## src/rtl/core/gtsnq_pkg.sv

```systemverilog
`default_nettype none

package gtsnq_pkg;

   // Grid storage geometry and tile field widths.
   localparam int MAX_COLS   = 32;
   localparam int MAX_ROWS   = 32;
   localparam int STATE_BITS = 8;
   localparam int COUNT_BITS = 4;

   // Coordinate and size register widths.
   localparam int COL_BITS = 5;
   localparam int ROW_BITS = 5;
   localparam int DIM_BITS = 6;
   localparam int NC_BITS  = DIM_BITS + 1;

   localparam int DEPTH     = MAX_COLS * MAX_ROWS;
   localparam int ADDR_BITS = $clog2(DEPTH);

   // Moore neighbourhood walk.
   localparam int NBR_COUNT    = 8;
   localparam int NBR_IDX_BITS = $clog2(NBR_COUNT);
   localparam int STEP_BITS    = $clog2(NBR_COUNT + 1);

   // Two's complement offsets, visited in this order.
   localparam logic [1:0] NBR_DC [NBR_COUNT] =
      '{2'b11, 2'b11, 2'b11, 2'b00, 2'b00, 2'b01, 2'b01, 2'b01};
   localparam logic [1:0] NBR_DR [NBR_COUNT] =
      '{2'b11, 2'b00, 2'b01, 2'b11, 2'b01, 2'b11, 2'b00, 2'b01};

   // Configuration port.
   localparam int CSR_IDX_BITS  = 2;
   localparam int CSR_DATA_BITS = 8;

   localparam logic [DIM_BITS-1:0] GRID_WIDTH_RESET  = DIM_BITS'(32);
   localparam logic [DIM_BITS-1:0] GRID_HEIGHT_RESET = DIM_BITS'(32);

   typedef enum logic [1:0] {
      CMD_WRITE = 2'd0,
      CMD_READ  = 2'd1,
      CMD_QUERY = 2'd2,
      CMD_CLEAR = 2'd3
   } cmd_type;

   typedef enum logic [CSR_IDX_BITS-1:0] {
      CSR_GRID_WIDTH   = 2'd0,
      CSR_GRID_HEIGHT  = 2'd1,
      CSR_DEFAULT_FILL = 2'd2
   } csr_idx_type;

   typedef enum logic [2:0] {
      ST_SWEEP,
      ST_IDLE,
      ST_WRITE,
      ST_READ,
      ST_READ_OUT,
      ST_QUERY,
      ST_FINISH
   } state_type;

   typedef struct packed {
      logic [STATE_BITS-1:0] state;
      logic [COUNT_BITS-1:0] count;
   } tile_type;

   typedef struct packed {
      logic [COL_BITS-1:0]   col;
      logic [ROW_BITS-1:0]   row;
      logic [STATE_BITS-1:0] state;
      logic [COUNT_BITS-1:0] count;
      logic                  last;
      logic                  empty_res;
      logic                  error;
   } rsp_type;

   // Controller to datapath.
   typedef struct packed {
      logic load_req;
      logic sweep_step;
      logic do_write;
      logic rd_issue;
      logic rd_result;
      logic q_step;
      logic q_finish;
   } ctl_cmd_type;

   // Datapath to controller.
   typedef struct packed {
      logic sweep_last;
      logic out_free;
      logic q_stall;
      logic q_end;
   } dp_sts_type;

   function automatic logic [ADDR_BITS-1:0] tile_addr(input logic [COL_BITS-1:0] c,
                                                      input logic [ROW_BITS-1:0] r);
      return ADDR_BITS'(int'(r) * MAX_COLS + int'(c));
   endfunction

endpackage

`default_nettype wire

```

## src/rtl/core/gtsnq_controller.sv

```systemverilog
`default_nettype none

module gtsnq_controller import gtsnq_pkg::*; (
   input  wire logic        clock,
   input  wire logic        reset,
   input  wire logic        req_valid,
   input  wire logic [1:0]  req_cmd,
   output logic             req_ready,
   input  wire dp_sts_type  sts,
   output ctl_cmd_type      ctl
);

   state_type state_ff;
   state_type state_in;

   always_ff @(posedge clock) begin
      if (reset) begin
         state_ff <= ST_SWEEP;
      end else begin
         state_ff <= state_in;
      end
   end

   always_comb begin
      ctl       = '0;
      req_ready = 1'b0;
      state_in  = state_ff;
      unique case (state_ff)
         ST_SWEEP: begin
            ctl.sweep_step = 1'b1;
            if (sts.sweep_last) begin
               state_in = ST_IDLE;
            end
         end
         ST_IDLE: begin
            req_ready = 1'b1;
            if (req_valid) begin
               ctl.load_req = 1'b1;
               unique case (cmd_type'(req_cmd))
                  CMD_WRITE: state_in = ST_WRITE;
                  CMD_READ:  state_in = ST_READ;
                  CMD_QUERY: state_in = ST_QUERY;
                  CMD_CLEAR: state_in = ST_SWEEP;
                  default:   state_in = ST_IDLE;
               endcase
            end
         end
         ST_WRITE: begin
            if (sts.out_free) begin
               ctl.do_write = 1'b1;
               state_in     = ST_IDLE;
            end
         end
         ST_READ: begin
            ctl.rd_issue = 1'b1;
            state_in     = ST_READ_OUT;
         end
         ST_READ_OUT: begin
            if (sts.out_free) begin
               ctl.rd_result = 1'b1;
               state_in      = ST_IDLE;
            end
         end
         ST_QUERY: begin
            if (!sts.q_stall) begin
               ctl.q_step = 1'b1;
               if (sts.q_end) begin
                  state_in = ST_FINISH;
               end
            end
         end
         ST_FINISH: begin
            if (sts.out_free) begin
               ctl.q_finish = 1'b1;
               state_in     = ST_IDLE;
            end
         end
         default: state_in = ST_IDLE;
      endcase
   end

endmodule

`default_nettype wire

```

## config.mk

```make
export PLATFORM = sky130hd
export DESIGN_NAME = gtsnq_controller
export DESIGN_NICKNAME = d
export VERILOG_FILES = /design/src/rtl/core/gtsnq_pkg.sv /design/src/rtl/core/gtsnq_controller.sv
export SDC_FILE = /design/constraint.sdc
export NUM_CORES = 1
export LEC_CHECK = 0
export BUFFER_PORTS_ARGS = -buffer_cell sky130_fd_sc_hd__clkbuf_2
export CORE_AREA = 2 2 39 41
export DETAILED_ROUTE_END_ITERATION = 12
export DIE_AREA = 0 0 41 43
export GPL_TIMING_DRIVEN = 0
export HOLD_SLACK_MARGIN = 0.1
export SLEW_MARGIN = 30
export SYNTH_ARGS = -nofsm -noshare
export SYNTH_HDL_FRONTEND = slang
export SYNTH_SLANG_ARGS = --single-unit
```

## constraint.sdc

```tcl
create_clock -name clock -period 1.8 [get_ports clock]
set_input_delay 0.36 -clock clock [delete_from_list [all_inputs] [get_ports clock]]
set_output_delay 0.36 -clock clock [all_outputs]
set_load 0.01 [all_outputs]
```

## After elaboration in Yosys (flattened, before gate mapping)

Index checks and enable logic that the tools add are counted.

- Register bits after elaboration: 3
- Bits in latches: 0
- Memory bits (writable): 0
- Memory bits (read-only): 0
- Bits of input ports: 9
- Logic and storage cells: 37
- Memories: 0

- $add $sub $neg: 0
- Multiply operators: 0
- Divide/modulo/power cells: 0
- Magnitude comparators: 0
- Equal/unequal tests: 14
- Shift-type cells: 0
- Muxes and demuxes: 18
- Bitwise gates (word level): 0
- Reductions and logical operators: 4

Operators with widths:

| cell | count |
|---|---|
| $mux W3 | 5 |
| $pmux W3 S5 | 1 |
| $pmux W3 S4 | 1 |
| $mux W1 | 11 |
| $eq A3 B3 Y1 const B | 3 |
| $ne A2 B2 Y1 const B | 4 |
| $eq A3 B2 Y1 const B | 2 |
| $reduce_and A5 Y1 | 1 |
| $eq A2 B2 Y1 const B | 2 |
| $eq A3 B1 Y1 const B | 1 |
| $logic_not A3 Y1 | 1 |
| $reduce_or A3 Y1 | 1 |
| $eq A2 B1 Y1 const B | 1 |
| $logic_not A2 Y1 | 1 |
| $ne A2 B1 Y1 const B | 1 |

## Logic depth before layout (Yosys ltp)

- Word-level depth: 4
- Gate-level depth with buffers: 5

## Worst setup path before layout

Ideal clock, no wire load.

- Path kind: reg-to-output
- Start point: register state_ff[1]
- End point: output port ctl[6] in the netlist's numbering
- Data arrival time: 987 ps
- Required time: 1440 ps
- Setup slack: 453 ps
- Cell stages (with the launch flop): 5
- Buffers on the path: 1
- Path through: dfxtp_1 > buf_4 > nand2b_1 > nor2_1 > and2_1

RTL lines:

| item | line | text |
|---|---|---|
| from (decl) | gtsnq_controller.sv:13 | `state_type state_ff;` |
| from (signal assigned) | gtsnq_controller.sv:20 | `state_ff <= state_in;` |
| to (decl) | gtsnq_controller.sv:10 | `output ctl_cmd_type ctl` |

==> reports/qor.yml <==
logic_synthesis:
  async_flop_share: 0
  yosys_register_bits: 3
  synthMuxAreaShare: 0.0899
  synth-edff-count: 0
  ys_types: 23
  ys.warnings.count: 0
  synth-xor-area-share: 0
  synth_fp_nets: 53
  synth_flop_cell: "dfxtp_1"
  synth_area_per_cell_um2: 8.15
  syn_inst: 41
  synth_top_family_by_area: "simple AND/OR/NAND/NOR gates"
  ys_seq_area_frac: 0.180
  syn_area_um2: 334
  yosys.area_share.simple: 0.412
  synth-adder-area-share: 0.112
  synth_compound_area_frac: 0.127
final_layout:
  area_delta_synth_final_pct: 38.2
  final_common_cell: "clkbuf_2"
  multi_input_area_um2: 248
  antenna_cells: 0
  fillers: 161
  finish.utilization: 0.334
  drive_gt1_frac: 0.443
  reg_top3: "state_ff (3)"
  fin_nets: 74
  top_register: "state_ff"
  regArea_um2: 60.1
  largest_reg_flops: 3
  mostFrequentLayoutCells: "clkbuf_2 (17), nor3_1 (4)"
timing:
  slew_viol_final: 0
  tns_ns: 0
  max_freq_ghz: 0.623
  hold_slack_ns: 0.351
  rsz0062_at_grt: "no"
  skew_ns: 0.00572
  period_share: 0.891
  setup-violations-final: 0
  fin_crit_ns: 1.60
  worst_slew_pin_slew_ns: 0.319
  max_slew_margin: 0.786
  hold_viol_final: 0
floorplanning:
  core-area_um2: 1380
  start_util: 0.241
  io-pin-count: 17
  row_count: 14
  die-height_um: 43
  die_w_um: 41
  dieArea_um2: 1760
clock_network:
  postCtsSetupBuffers: 0
  clockBufferDepth: 2
  cts_hold_buf: 0
  cts.clk_slew.worst_paths_ns: 0.04
  cts_resized: 0
  clock_latency_ns: 0.24
  cts-root-buf: "clkbuf_4"
  clock_sink_count: 3
  cts_buffers: 3
  cts_tree: "yes"
  cts_htree_levels: 1
detailed_routing:
  wirelength_um: 797
  first_pass_iters: 4
  num_vias: 346
  wl_per_cell_um: 10.4
  drt_iter0_markers: 2
  drc: 0
  via_per_inst: 4.49
  ant_nets: 0
worst_setup_path:
  path_max_fanout: 10
  crit_required_ns: 1.44
  criticalPathCategory: "register to output pin"
  cp-end-kind: "output pin"
  reg2reg_to: "state_ff[2]"
  r2r_start: "state_ff[2]"
  critPathArrivalTime_ns: 1.24
  critical_path.max_stage_delay_ns: 0.39
  r2r_setup_slack_ns: 0.40
  ff2ff_path_depth: 4
  slowest_stage: "dfxtp_1"
  cpMostUsedCell: "clkbuf_2"
  crit_chain: "clkbuf_2, nor3b_1, clkbuf_2"
  setup.worst_path.start_class: "register"
place:
  portBuffers: 16
  dp_hpwl_um: 630
  gp_congestion: 0.823
power_and_ir_drop:
  p_leak_uw: 0.000228
  p_total_uw: 306
  vdd_ir_drop_max_uv: 179
  p_per_area_nw_per_um2: 662
worst_hold_path:
  min_to: "state_ff[1]"
  min_from: "reset"
  hp-class: "input port to register"
  hold_path_depth: 2
run_status:
  status: "complete, no violations"
global_routing:
  grt_max_degree: 11
  gr-total-overflow: 0
  grt_pass1_wl_um: 1280
  antenna_found_initial: 0
  grt_util_all_layers: 0.114
  grt_pass1_vias: 314
flow_run:
  drv_cap: 0
[worst max path at each step]
| stage | from | end | slack, ns | depth (start not counted) |
|---|---|---|---|---|
| global placement | state_ff[2] | ctl[6] | 0.33 | 4 |
| floorplan | state_ff[1] | ctl[6] | 0.45 | 4 |
| detailed placement | state_ff[2] | ctl[2] | 0.32 | 3 |
| finish | state_ff[2] | ctl[2] | 0.20 | 3 |
| global route | state_ff[2] | ctl[2] | 0.09 | 3 |
| CTS | state_ff[2] | ctl[2] | 0.07 | 3 |
[through the flow]
stage,area (µm²),cells,worst slack (ns)
finish,462,77,0.196
global route,462,77,0.0857
global placement,434,73,0.333
floorplan,334,41,0.453
detailed placement,434,73,0.325
CTS,460,77,0.0662
[power breakdown]
group | switching (µW) | internal, µW
sequential | 2.83 | 72.5
clock | 39.7 | 83.4
combinational | 56.7 | 50.5
[cells in the mapped netlist, drive strengths merged (2+ instances only)]
library cell | count | area [µm²]
a21oi | 2 | 10.0
buf | 2 | 15.0
dfxtp | 3 | 60.1
ha | 3 | 37.5
inv | 2 | 7.51
mux2 | 2 | 30.0
nand2 | 2 | 7.51
nand2b | 3 | 18.8
nor2 | 3 | 13.8
nor2b | 2 | 12.5
nor3 | 4 | 20.0
nor3b | 3 | 22.5
[critical path: cells and delay by family (launching register included)]
family,cells,cell delay (ns)
flip-flops,1,0.39
buffers and inverters,2,0.40
AND/OR/NAND/NOR,1,0.22
[area by class of cell]
type | instances | area share
multi-input combinational | 33 | 0.537
timing repair buffer | 16 | 0.173
sequential | 3 | 0.130
clock buffer | 4 | 0.0569
buffer | 3 | 0.0434
tap | 16 | 0.0434
inverter | 2 | 0.0163
[metal layers]
layer | track usage | wire length (µm) | vias up
met1 | 0.141 | 361 | 149
met3 | 0.0471 | 28 | 2
met2 | 0.134 | 388 | 11
li1 | - | - | 184
met4 | 0.120 | 19 | 0
met5 | 0 | 0 | -
[kinds of logic after synthesis]
group,after synthesis
compound gates,5
fa+ha+maj,3
buf+inv,5
flops,3
mux,2
simple gates,23
No activity file was read; power rests on OpenSTA's default activity.
